`src/image_box_downscale_defines.svh`:
```
// Assertion macros shared by the image box downscaler RTL.
// Expects signals named clock and reset in the including module.
`ifndef IMAGE_BOX_DOWNSCALE_DEFINES_SVH
`define IMAGE_BOX_DOWNSCALE_DEFINES_SVH

// Consequent must hold in the same cycle as the antecedent.
`define IBD_ASSERT_SAME(label, ante, cons, msg) \
   label: assert property (@(posedge clock) disable iff (reset) (ante) |-> (cons)) \
      else $error(msg);

// Consequent must hold in the cycle after the antecedent.
`define IBD_ASSERT_NEXT(label, ante, cons, msg) \
   label: assert property (@(posedge clock) disable iff (reset) (ante) |=> (cons)) \
      else $error(msg);

`endif

```
`src/ibd_pkg.sv`:
```
// Shared widths, register indexes and types for the image box downscaler.
// No dependencies; imported by ibd_div, image_box_downscale, the checker and the testbench.
package ibd_pkg;

   localparam int DIM_W     = 13;
   localparam int CHAN_W    = 8;
   localparam int SUM_W     = 32;
   localparam int CNT_W     = 2 * DIM_W;
   localparam int TB_W      = 4;
   localparam int CSR_IDX_W = 3;

   localparam logic [CSR_IDX_W-1:0] CSR_SRC_WIDTH   = 3'd0;
   localparam logic [CSR_IDX_W-1:0] CSR_SRC_HEIGHT  = 3'd1;
   localparam logic [CSR_IDX_W-1:0] CSR_TEXEL_BYTES = 3'd2;
   localparam logic [CSR_IDX_W-1:0] CSR_MAX_WIDTH   = 3'd3;
   localparam logic [CSR_IDX_W-1:0] CSR_MAX_HEIGHT  = 3'd4;

   localparam logic [TB_W-1:0]   MIN_TEXEL_BYTES = 4'd3;
   localparam logic [CHAN_W-1:0] ALPHA_OPAQUE    = 8'hFF;

   typedef struct packed {
      logic busy;
      logic done;
   } div_stat_type;

endpackage

```
`src/ibd_div.sv`:
```
// Restoring divider, one quotient bit per cycle, for the image box downscaler.
// Depends on ibd_pkg for operand widths and the status struct.
module ibd_div import ibd_pkg::*; (
   input  logic             clock,
   input  logic             reset,
   input  logic             start,
   input  logic [SUM_W-1:0] dividend,
   input  logic [CNT_W-1:0] divisor,
   output logic [SUM_W-1:0] quotient,
   output div_stat_type     status
);

   localparam int STEP_W = $clog2(SUM_W);
   localparam logic [STEP_W-1:0] STEP_LAST = STEP_W'(SUM_W - 1);

   logic              busy_ff, busy_in;
   logic              done_ff, done_in;
   logic [STEP_W-1:0] step_ff, step_in;
   logic [CNT_W-1:0]  rem_ff, rem_in;
   logic [CNT_W-1:0]  dsor_ff, dsor_in;
   logic [SUM_W-1:0]  quo_ff, quo_in;
   logic [CNT_W:0]    trial;
   logic [CNT_W:0]    diff;
   logic              fits;

   always_comb begin
      trial   = {rem_ff, quo_ff[SUM_W-1]};
      diff    = trial - {1'b0, dsor_ff};
      fits    = trial >= {1'b0, dsor_ff};
      busy_in = busy_ff;
      done_in = 1'b0;
      step_in = step_ff;
      rem_in  = rem_ff;
      dsor_in = dsor_ff;
      quo_in  = quo_ff;
      if (start) begin
         busy_in = 1'b1;
         step_in = '0;
         rem_in  = '0;
         dsor_in = divisor;
         quo_in  = dividend;
      end else if (busy_ff) begin
         rem_in  = fits ? diff[CNT_W-1:0] : trial[CNT_W-1:0];
         quo_in  = {quo_ff[SUM_W-2:0], fits};
         step_in = step_ff + STEP_W'(1);
         if (step_ff == STEP_LAST) begin
            busy_in = 1'b0;
            done_in = 1'b1;
         end
      end
   end

   always_ff @(posedge clock) begin
      if (reset) begin
         busy_ff <= 1'b0;
         done_ff <= 1'b0;
         step_ff <= '0;
      end else begin
         busy_ff <= busy_in;
         done_ff <= done_in;
         step_ff <= step_in;
      end
      rem_ff  <= rem_in;
      dsor_ff <= dsor_in;
      quo_ff  <= quo_in;
   end

   assign quotient    = quo_ff;
   assign status.busy = busy_ff;
   assign status.done = done_ff;

endmodule

```
`config.mk`:
```
export PLATFORM = sky130hd
export DESIGN_NAME = ibd_div
export DESIGN_NICKNAME = d
export VERILOG_FILES = /design/src/image_box_downscale_defines.svh /design/src/ibd_pkg.sv /design/src/ibd_div.sv
export SDC_FILE = /design/constraint.sdc
export NUM_CORES = 1
export LEC_CHECK = 0
export BUFFER_PORTS_ARGS = -buffer_cell sky130_fd_sc_hd__buf_2
export CAP_MARGIN = 15
export CORE_ASPECT_RATIO = 0.7
export CORE_MARGIN = 3
export CORE_UTILIZATION = 56
export CTS_CLUSTER_DIAMETER = 30
export DETAILED_ROUTE_END_ITERATION = 12
export PLACE_DENSITY = 0.92
export SYNTH_ARGS = -nofsm -noshare
export SYNTH_HDL_FRONTEND = slang
export SYNTH_SLANG_ARGS = --single-unit
```
`constraint.sdc`:
```
create_clock -name clock -period 2.8 [get_ports clock]
set_input_delay 0.56 -clock clock [delete_from_list [all_inputs] [get_ports clock]]
set_output_delay 0.56 -clock clock [all_outputs]
set_load 0.005 [all_outputs]
```
==> results.tsv, run 1 <==
stage	metric	value	unit
outcome	status	finished, final reports clean	
cells_and_area	most frequent cells in the layout	buf_2 (94), edfxtp_1 (58), inv_1 (34), dfxtp_1 (33), nor2_1 (32)	
clock_tree	CTS Sinks	91	
synthesis	largest area contributor in the netlist	edfxtp_1	
routing	drt pass-1 iters	5	
routing	number of remaining DRC errors	0	
clock_tree	TritonCTS Buffers	9	
critical_path	WP depth	8	
floorplanning	Die Y-Extent	84.6	um
global_route	Congestion Overflow GR	0	
place	placed insts	654	
synthesis	post-synthesis cell count	454	
sta	Pins Over Slew Limit	0	
global_route	vias in the first global route	3893	
synthesis	post-synthesis sequential area ratio	0.486	
synthesis	post-synth top area share	0.352	
synthesis	top post-synthesis cells by area	edfxtp_1 (35%), dfxtp_1 (13%), ha_1 (7.1%)	
critical_path	crit path to	rem_ff[3]	
worst_hold_path	hold crit path type	in2reg	
global_route	largest net degree at the start of global routing	33	
sta	Setup Viol. Count Final	0	
critical_path	Setup CP Type	reg2reg	
clock_tree	CTS H-tree lvls	3	
cells_and_area	post-route cell area	5830	um2
routing	DR WL/cell	17.1	um
floorplanning	Initial Util	0.581	
routing	via count	3846	
power	Pwr Density	582	nW/um2
critical_path	Worst path max stage delay	0.45	ns
global_route	initial antenna violation count	0	
synthesis	Syn Std Cell Area	4950	um2
critical_path	Critical Path AT	3.04	ns
sta	Rel. slew slack	0.473	
clock_tree	CTS tree	done	
critical_path	crit path from	rem_ff[17]	
flow_run	max_cap viols	0	
synthesis	number of synthesized flops with an enable pin	58	
sta	worst slew pin tran	0.790	ns
cells_and_area	post-route insts no fill	671	
power	Leakage	0.00258	uW
clock_tree	Worst-path clk slew	0.07	ns
routing	Vias/cell	5.73	
place	gpl congestion	0.855	
critical_path	Critical Path Slowest Stage Cell	ha_1	
routing	post-detailed-route count of antenna-violating nets	0	
place	pre-CTS setup slack	0.104	ns
floorplanning	Die Area	10000	um2
cells_and_area	share of cells above drive strength 1	0.296	
cells_and_area	Antenna diodes	0	
synthesis	Top FF cell, synth	edfxtp_1	
place	IO Port Bufs	94	
sta	worst setup margin	0.0217	ns
critical_path	Reg2Reg Launch Point	rem_ff[17]	
cells_and_area	nets@finish	636	
sta	Hold Vio Cnt, Final	0	
synthesis	synthesized flop and latch total	91	
synthesis	Async S/R FF share, synth	0	
sta	Tcrit/Tclk final	0.992	
synthesis	Syn Area/Cell	10.9	um2
floorplanning	area of the core	8510	um2
power	total power	3400	uW
routing	DRT Wirelength	11400	um
critical_path	cells along the critical path	ha_1, nand4_1, nor3_1, a32oi_2, o2111ai_4, nand2_8, a211o_1, a311oi_1	
critical_path	Crit path buffers/inverters	0	
critical_path	critical path launch point type	flop	
sta	Tmin final	2.78	ns
critical_path	CP max FO	31	
clock_tree	clock latency on the worst-skew pair	0.35	ns
power	peak supply drop	0.430	mV
critical_path	Crit. End Element	flop	
sta	Highest Clock Rate	0.360	GHz
cells_and_area	fin util	0.685	
cells_and_area	Layout area overhead	17.9	%
critical_path	R2R Setup Slk	0.02	ns
critical_path	reg2reg end	rem_ff[3]	
clock_tree	hold_buf cts	0	
synthesis	Netlist cell types	54	
cells_and_area	most common cell after layout, fill and taps aside	buf_2	
synthesis	number of synthesis warnings	0	
global_route	first-pass GRT wire length	18500	um
synthesis	Syn Nets	544	
place	DP Wirelength	8130	um
critical_path	FF-to-FF path depth	8	
critical_path	Critical Path RT	3.06	ns
place	Post-DP Area	5510	um2
clock_tree	Root Driver	clkbuf_16	
floorplanning	Rows	28	
floorplanning	# IOs	95	
floorplanning	Die Wd	118	um
critical_path	CP delay by family, top	simple AND/OR/NAND/NOR gates	
routing	Initial DRC Count	226	
sta	Final Skew	0.0116	ns
clock_tree	clock buffer depth	2	
global_route	Total GRT Usage	0.229	
==> power by group <==
group	switching, uW	total, uW	internal (uW)
registers	61.5	1610	1550
logic	356	644	288
clock network	531	1140	611
total	949	3400	2450
==> worst min path at each step <==
stage / start / end / cells after the start
floorplan: rem_ff[12] / rem_ff[12] / 2
global placement: rem_ff[2] / rem_ff[2] / 2
detailed placement: rem_ff[7] / rem_ff[7] / 2
CTS: divisor[22] / dsor_ff[22] / 1
global route: divisor[25] / dsor_ff[25] / 1
finish: divisor[20] / dsor_ff[20] / 1
==> flip-flops by register name, summed over array words and instances, names as in the netlist <==
| signal | flops |
|---|---|
| busy_ff | 1 |
| done_ff | 1 |
| dsor_ff | 26 |
| quotient | 32 |
| rem_ff | 26 |
| step_ff | 5 |
==> metrics by stage <==
stage | TNS, ns | hold WS, ns
finish | 0 | 0.382
global route | -0.255 | 0.376
CTS | 0 | 0.376
detailed placement | 0 | 0.485
global placement | 0 | 0.471
floorplan | 0 | 0.453
==> cell usage after synthesis (all sizes together) (4+ instances only) <==
cell type  number
xnor2          13
buf             8
a21o           11
mux2i          12
mux2           31
edfxtp         58
ha             28
nand4           7
nand3           5
nor2b           4
a32oi           4
o21a            4
xor2           13
inv            34
nand2          23
clkbuf         12
nor3            9
nor2           33
a22oi           4
dfxtp          33
a21oi          35
a211oi         16
o21ai          26
nand2b          4
==> cells by family (layout without fill, tap and decap cells) <==
logic type                 count (synthesis)  after routing  share of synthesized area
DFF                                       91             91                      0.486
AOI/OAI and AO/OA                        118            118                      0.162
and+or+nand+nor                           93             93                     0.0890
muxes                                     43             43                     0.0949
adders and majority gates                 29             29                     0.0749
xor gates and xnor gates                  26             26                     0.0460
buffers and inverters                     54            151                     0.0473
==> layer usage <==
layer,vias to the layer above,part of all wire,wire length (um),global-route usage
met5,-,0,0,0
met4,0,0.022,252,0.0840
met3,30,0.066,751,0.0633
met2,142,0.49,5580,0.372
met1,1826,0.42,4860,0.296
li1,1848,-,-,-
==> final cells by class <==
type	instances	area [um2]
flip-flops and latches	91	2400
fillers	621	2680
inverters	34	128
clock buffers	10	229
repair buffers	101	523
clock inverters	6	47.5
well taps	120	150
multi-input cells	309	2350
==> worst reg2reg max path, stage by stage, from the launching register on <==
cell       delay, ns
dfxtp_1         0.35
ha_1            0.45
nand4_1         0.29
nor3_1          0.44
a32oi_2         0.14
o2111ai_4       0.21
nand2_8         0.23
a211o_1         0.34
a311oi_1        0.25
==> repair_timing <==
| item | CTS | global route |
|---|---|---|
| resized for setup | 0 | 9 |
| buffers inserted | 0 | 1 |
| endpoints found under the setup margin | 0 | 12 |
Power figures use the tool's default switching activity.
==> run 2: changes to the inputs <==
Settings changed: CELL_PAD_IN_SITES_DETAIL_PLACEMENT set to 1, CELL_PAD_IN_SITES_GLOBAL_PLACEMENT set to 1, CORE_UTILIZATION 56 to 40, PLACE_DENSITY 0.92 to 0.86.
Clock period 2.8 ns to 2.9 ns, I/O delays scaled along.
==> run 2 against run 1 <==
Effect of this change:
- utilization decreased by 19 points
- clock skew decreased by 0.0011 ns
- total power decreased by 3.3%
- routed wire length increased by 9.3%
- first-iteration DRC count decreased by 28%
- global-route usage decreased by 4.8 points
- setup slack improved by 0.13 ns
- highest routed layer unchanged
- die area increased by 37%
- sequential cell count unchanged
==> results.tsv, run 2 (synthesis results as in run 1) <==
stage	metric	value	unit	change
outcome	status	finished, final reports clean		
global_route	Congestion Overflow GR	0		unchanged
global_route	initial antenna violation count	0		unchanged
floorplanning	Die Wd	139	um	+17%
power	peak supply drop	0.296	mV	-31%
power	Clk pwr share	0.339		+0.003
sta	Tcrit/Tclk final	0.948		-0.0440
global_route	Total GRT Usage	0.181		-0.0476
routing	post-detailed-route count of antenna-violating nets	0		unchanged
cells_and_area	post-route cell area	5840	um2	+0.24%
sta	Pins Over Slew Limit	0		unchanged
critical_path	Crit. End Element	flop		
power	Sw Ratio	0.282		+0.00259
sta	Final Skew	0.0105	ns	-0.00107 ns
sta	Highest Clock Rate	0.364	GHz	+1.0%
cells_and_area	max reg flops	32		unchanged
critical_path	Critical Path AT	3.01	ns	-0.03 ns
cells_and_area	share of cells above drive strength 1	0.283		-0.0127
cells_and_area	most common cell after layout, fill and taps aside	buf_2		
flow_run	max_cap viols	0		unchanged
power	sequential share of power	0.472		-0.002
routing	Initial DRC Count	162		-28%
clock_tree	CTS H-tree lvls	3		unchanged
critical_path	Critical Path RT	3.17	ns	+0.11 ns
sta	Setup Viol. Count Final	0		unchanged
place	DP Wirelength	9380	um	+15%
place	IO Port Bufs	94		unchanged
place	gpl congestion	0.915		+6.9%
routing	drt pass-1 iters	4		-1
cells_and_area	most frequent cells in the layout	buf_2 (93), edfxtp_1 (58), inv_1 (34)		
floorplanning	Initial Util	0.416		-0.165
place	placed insts	691		+5.7%
sta	Tmin final	2.75	ns	-0.0285 ns
clock_tree	CTS Sinks	91		unchanged
critical_path	cells along the critical path	inv_1, ha_1, inv_1, fa_1, a21o_1, a21oi_2, a21oi_1, o31a_1, a21oi_2, xnor2_1, mux2i_1, a211oi_1		
sta	worst slew pin tran	0.680	ns	-0.110 ns
critical_path	critical path launch point type	flop		
sta	worst setup margin	0.150	ns	+0.128 ns
power	internal power	2360	uW	-3.7%
global_route	vias in the first global route	4130		+6.1%
power	Leakage	0.00259	uW	+0.33%
power	Logic pwr share	0.189		about the same
cells_and_area	post-route insts no fill	708		+5.5%
floorplanning	Die Area	13800	um2	+37%
routing	DR WL/cell	17.7	um	+3.6%
critical_path	Worst path max stage delay	0.41	ns	-0.04 ns
clock_tree	CTS tree	done		
routing	DRT Wirelength	12500	um	+9.3%
critical_path	Setup CP Type	reg2reg		
global_route	largest net degree at the start of global routing	40		+21%
floorplanning	# IOs	95		unchanged
floorplanning	Rows	33		+18%
clock_tree	TritonCTS Buffers	9		unchanged
clock_tree	Root Driver	clkbuf_16		
power	sw power	925	uW	-2.4%
routing	Vias/cell	5.39		-6.0%
critical_path	Critical Path Slowest Stage Cell	edfxtp_1		
floorplanning	area of the core	11900	um2	+40%
clock_tree	clock buffer depth	2		unchanged
power	Pwr Density	562	nW/um2	-3.6%
sta	Hold Vio Cnt, Final	0		unchanged
sta	Rel. slew slack	0.546		+0.0733
routing	number of remaining DRC errors	0		unchanged
cells_and_area	Layout area overhead	18.2	%	
clock_tree	clock latency on the worst-skew pair	0.35	ns	about the same
cells_and_area	fin util	0.491		-0.193
cells_and_area	Antenna diodes	0		unchanged
routing	via count	3816		-0.78%
global_route	first-pass GRT wire length	20400	um	+10%
critical_path	CP max FO	3		-90%
floorplanning	Die Y-Extent	99.0	um	+17%
clock_tree	Worst-path clk slew	0.07	ns	about the same
place	Post-DP Area	5550	um2	+0.89%
place	pre-CTS setup slack	0.0801	ns	-0.0240 ns
worst_hold_path	hold crit path type	in2reg		
power	total power	3280	uW	-3.3%
cells_and_area	nets@finish	636		unchanged
## run 2: power by group through the flow
stage               Combinational, uW  Clock, uW  Sequential, uW
CTS                               618       1140            1550
floorplan                         405          0            1570
global placement                  582          0            1570
detailed placement                616          0            1580
global route                      691       1180            1560
finish                            619       1110            1550
## run 2: metrics by stage
stage	hold WS [ns]	TNS (ns)
after global routing	0.394	-0.00878
after CTS	0.396	0
after floorplan	0.453	0
after detailed placement	0.486	0
final	0.404	0
after global placement	0.471	0
## run 2: worst max-delay path, delay by kind of cell, from the launching register on
family	cells	cell delay, ns
XOR/XNOR	1	0.14
AO/OA/AOI/OAI	6	1.27
multiplexers	1	0.09
adder cells (fa/ha/maj)	2	0.59
buffers and inverters	2	0.16
flip-flops	1	0.41
## run 2: path summary, 6_finish.rpt
check | end | slack (ns) | from | depth (start not counted)
setup / recovery | rem_ff[18] | 0.15 | quotient[31] | 12
hold / removal | dsor_ff[19] | 0.40 | divisor[19] | 1
setup reg to reg | rem_ff[18] | 0.15 | quotient[31] | 12
hold reg to reg | rem_ff[2] | 0.49 | rem_ff[2] | 2
## run 2: layout make-up
class | count | area, um2
inverters | 34 | 128
clock buffers | 9 | 225
repair buffers | 101 | 526
multi-input cells | 309 | 2320
flip-flops and latches | 91 | 2400
fillers | 1349 | 6050
clock inverters | 7 | 50.0
well taps | 157 | 196
## run 2: metal layers
metal  track usage  part of all wire  wire length, um  vias up
met5             0                 0                0        -
met4        0.0556             0.016              206        0
met3        0.0514             0.051              639       23
met2         0.302              0.48             6030       91
met1         0.231              0.45             5630     1861
li1              -                 -                -     1841
## run 2: what timing repair did
| item | 4_1_cts | 5_1_grt |
|---|---|---|
| setup buffers | 0 | 1 |
| gates resized for setup | 0 | 2 |
| hold buffers | 0 | 0 |
| endpoints found under the setup margin | 0 | 5 |
==> run 3: changes to the inputs <==
Settings changed: CELL_PAD_IN_SITES_DETAIL_PLACEMENT 1 to unset, CELL_PAD_IN_SITES_GLOBAL_PLACEMENT 1 to unset, PLACE_DENSITY 0.86 to 0.72.
==> run 3 against run 2 <==
Effect of this change:
- die area unchanged
- total power shrank 0.39%
- non-clock buffer count stayed put
- sequential share of layout area about the same
- design area grew 0.11%
- first-iteration DRC count up 91%
- critical path depth unchanged
- setup slack better by 0.011 ns
- register-to-register slack barely moved
- sequential power barely moved
- combinational power is 2% lower
- clock power hardly changed
- critical path type unchanged
==> results.tsv, run 3 (synthesis results as in run 1) <==
stage	metric	value	unit	change
critical_path	critical path launch point type	flop		
floorplanning	Initial Util	0.416		unchanged
place	placed insts	692		+0.14%
clock_tree	# resized after CTS	0		unchanged
routing	number of remaining DRC errors	0		unchanged
clock_tree	CTS H-tree lvls	3		unchanged
cells_and_area	post-route insts no fill	708		unchanged
clock_tree	Root Driver	clkbuf_16		
cells_and_area	multi-input logic area	2320	um2	unchanged
worst_hold_path	worst hold stages	1		unchanged
clock_tree	hold_buf cts	0		unchanged
global_route	initial antenna violation count	0		unchanged
clock_tree	TritonCTS Buffers	9		unchanged
cells_and_area	Antenna diodes	0		unchanged
cells_and_area	Layout area overhead	18.3	%	
global_route	GR Util met2	0.260		-0.0421
floorplanning	# IOs	95		unchanged
sta	setup_tns	0	ns	unchanged
power	Leakage	0.00259	uW	about the same
global_route	Top Usage Layer GRT	met2		
flow_run	max_cap viols	0		unchanged
clock_tree	CTS tree	done		
sta	Setup Viol. Count Final	0		unchanged
cells_and_area	nets@finish	636		unchanged
power	Clk pwr share	0.341		+0.002
sta	Tcrit/Tclk final	0.944		-0.00391
cells_and_area	max reg flops	32		unchanged
critical_path	R2R Setup Slk	0.16	ns	about the same
global_route	grt met3 use	0.0378		-0.0136
sta	Tmin final	2.74	ns	-0.0113 ns
critical_path	Crit. End Element	flop		
cells_and_area	most frequent cells in the layout	buf_2 (94), edfxtp_1 (58), a21oi_1 (35), inv_1 (34)		
power	Pwr Density	559	nW/um2	-0.50%
sta	Pins Over Slew Limit	0		unchanged
global_route	vias in the first global route	3783		-8.4%
global_route	first-pass GRT wire length	18500	um	-9.5%
sta	worst slew pin tran	0.602	ns	-0.0773 ns
critical_path	Critical Path AT	3.00	ns	about the same
clock_tree	CTS Sinks	91		unchanged
place	IO Port Bufs	94		unchanged
worst_hold_path	hold crit path type	in2reg		
power	sw power	909	uW	-1.8%
global_route	Total GRT Usage	0.165		-0.0164
cells_and_area	share of cells above drive strength 1	0.285		+0.00181
clock_tree	Post-CTS Setup Bufs	0		unchanged
routing	Initial DRC Count	309		+91%
critical_path	Reg2Reg Launch Point	quotient[31]		
sta	Final Skew	0.00755	ns	-0.00298 ns
power	total power	3270	uW	-0.39%
outcome	status	finished, final reports clean		
floorplanning	Die Y-Extent	99.0	um	unchanged
routing	DRT Wirelength	11100	um	-11%
global_route	Congestion Overflow GR	0		unchanged
critical_path	crit path from	quotient[31]		
place	Post-DP Area	5560	um2	about the same
power	peak supply drop	0.331	mV	+12%
power	Logic pwr share	0.186		-0.003
critical_path	Critical Path RT	3.16	ns	about the same
routing	DR WL/cell	15.7	um	-11%
place	gpl congestion	0.890		-2.7%
floorplanning	Die Wd	139	um	unchanged
routing	Vias/cell	5.28		-2.0%
power	internal power	2360	uW	+0.16%
cells_and_area	most common cell after layout, fill and taps aside	buf_2		
global_route	largest net degree at the start of global routing	33		-18%
critical_path	FF-to-FF path depth	12		unchanged
floorplanning	area of the core	11900	um2	unchanged
sta	RSZ-0062 raised after global routing	false		
power	sequential share of power	0.473		about the same
critical_path	reg2reg end	rem_ff[18]		
routing	post-detailed-route count of antenna-violating nets	0		unchanged
routing	drt pass-1 iters	5		+1
sta	Hold Vio Cnt, Final	0		unchanged
cells_and_area	Seq. cell area	2400	um2	unchanged
floorplanning	Rows	33		unchanged
critical_path	crit path to	rem_ff[18]		
power	Sw Ratio	0.278		-0.00401
routing	via count	3739		-2.0%
place	DP Wirelength	8160	um	-13%
clock_tree	Worst-path clk slew	0.07	ns	about the same
cells_and_area	# fillers	1132		-16%
cells_and_area	post-route cell area	5850	um2	+0.11%
clock_tree	clock buffer depth	2		unchanged
critical_path	CP max FO	3		unchanged
sta	Rel. slew slack	0.598		+0.0516
clock_tree	clock latency on the worst-skew pair	0.35	ns	about the same
floorplanning	Die Area	13800	um2	unchanged
critical_path	Setup CP Type	reg2reg		
sta	Highest Clock Rate	0.365	GHz	+0.41%
global_route	Global Route met1 Usage	0.226		-0.00490
[run 3: power groups by stage]
stage | Clock [uW] | Sequential [uW] | Combinational (uW)
floorplan | 0 | 1570 | 405
global placement | 0 | 1570 | 580
detailed placement | 0 | 1570 | 599
CTS | 1150 | 1550 | 603
global route | 1210 | 1560 | 675
finish | 1120 | 1550 | 607
[run 3: final cells by class]
class | instances | share of cell area
Timing Repair Buffer | 101 | 0.0894
Clock inverter | 7 | 0.0101
Inverter | 34 | 0.0218
Multi-Input combinational cell | 309 | 0.396
Tap cell | 157 | 0.0336
Sequential cell | 91 | 0.411
Clock buffer | 9 | 0.0385
[run 3: critical path, stage by stage, from the launching register on]
cell	delay (ns)
edfxtp_1	0.40
inv_1	0.07
ha_1	0.17
inv_1	0.06
fa_1	0.39
a21o_1	0.21
a21oi_1	0.17
a21oi_1	0.11
o31a_1	0.31
a21oi_1	0.26
xnor2_1	0.16
mux2i_1	0.09
a211oi_1	0.24
[run 3: how the worst min path moves through the flow]
stage	from	endpoint	slack, ns
after floorplan	rem_ff[12]	rem_ff[12]	0.45
after global placement	rem_ff[2]	rem_ff[2]	0.47
after detailed placement	rem_ff[7]	rem_ff[7]	0.49
after CTS	divisor[19]	dsor_ff[19]	0.39
after global routing	divisor[18]	dsor_ff[18]	0.40
final	divisor[19]	dsor_ff[19]	0.41
[run 3: per-layer routing]
layer,vias to the layer above,wire length (um)
li1,1851,-
met1,1776,5370
met2,98,5050
met3,14,527
met4,0,142
met5,-,0
[run 3: per-stage QoR]
stage / hold slack, ns / utilization / setup slack (ns)
final: 0.405 / 0.492 / 0.161
after global routing: 0.396 / 0.492 / 0.0103
after CTS: 0.392 / 0.491 / 0.199
after detailed placement: 0.494 / 0.467 / 0.220
after global placement: 0.473 / 0.467 / 0.260
after floorplan: 0.453 / - / 0.424
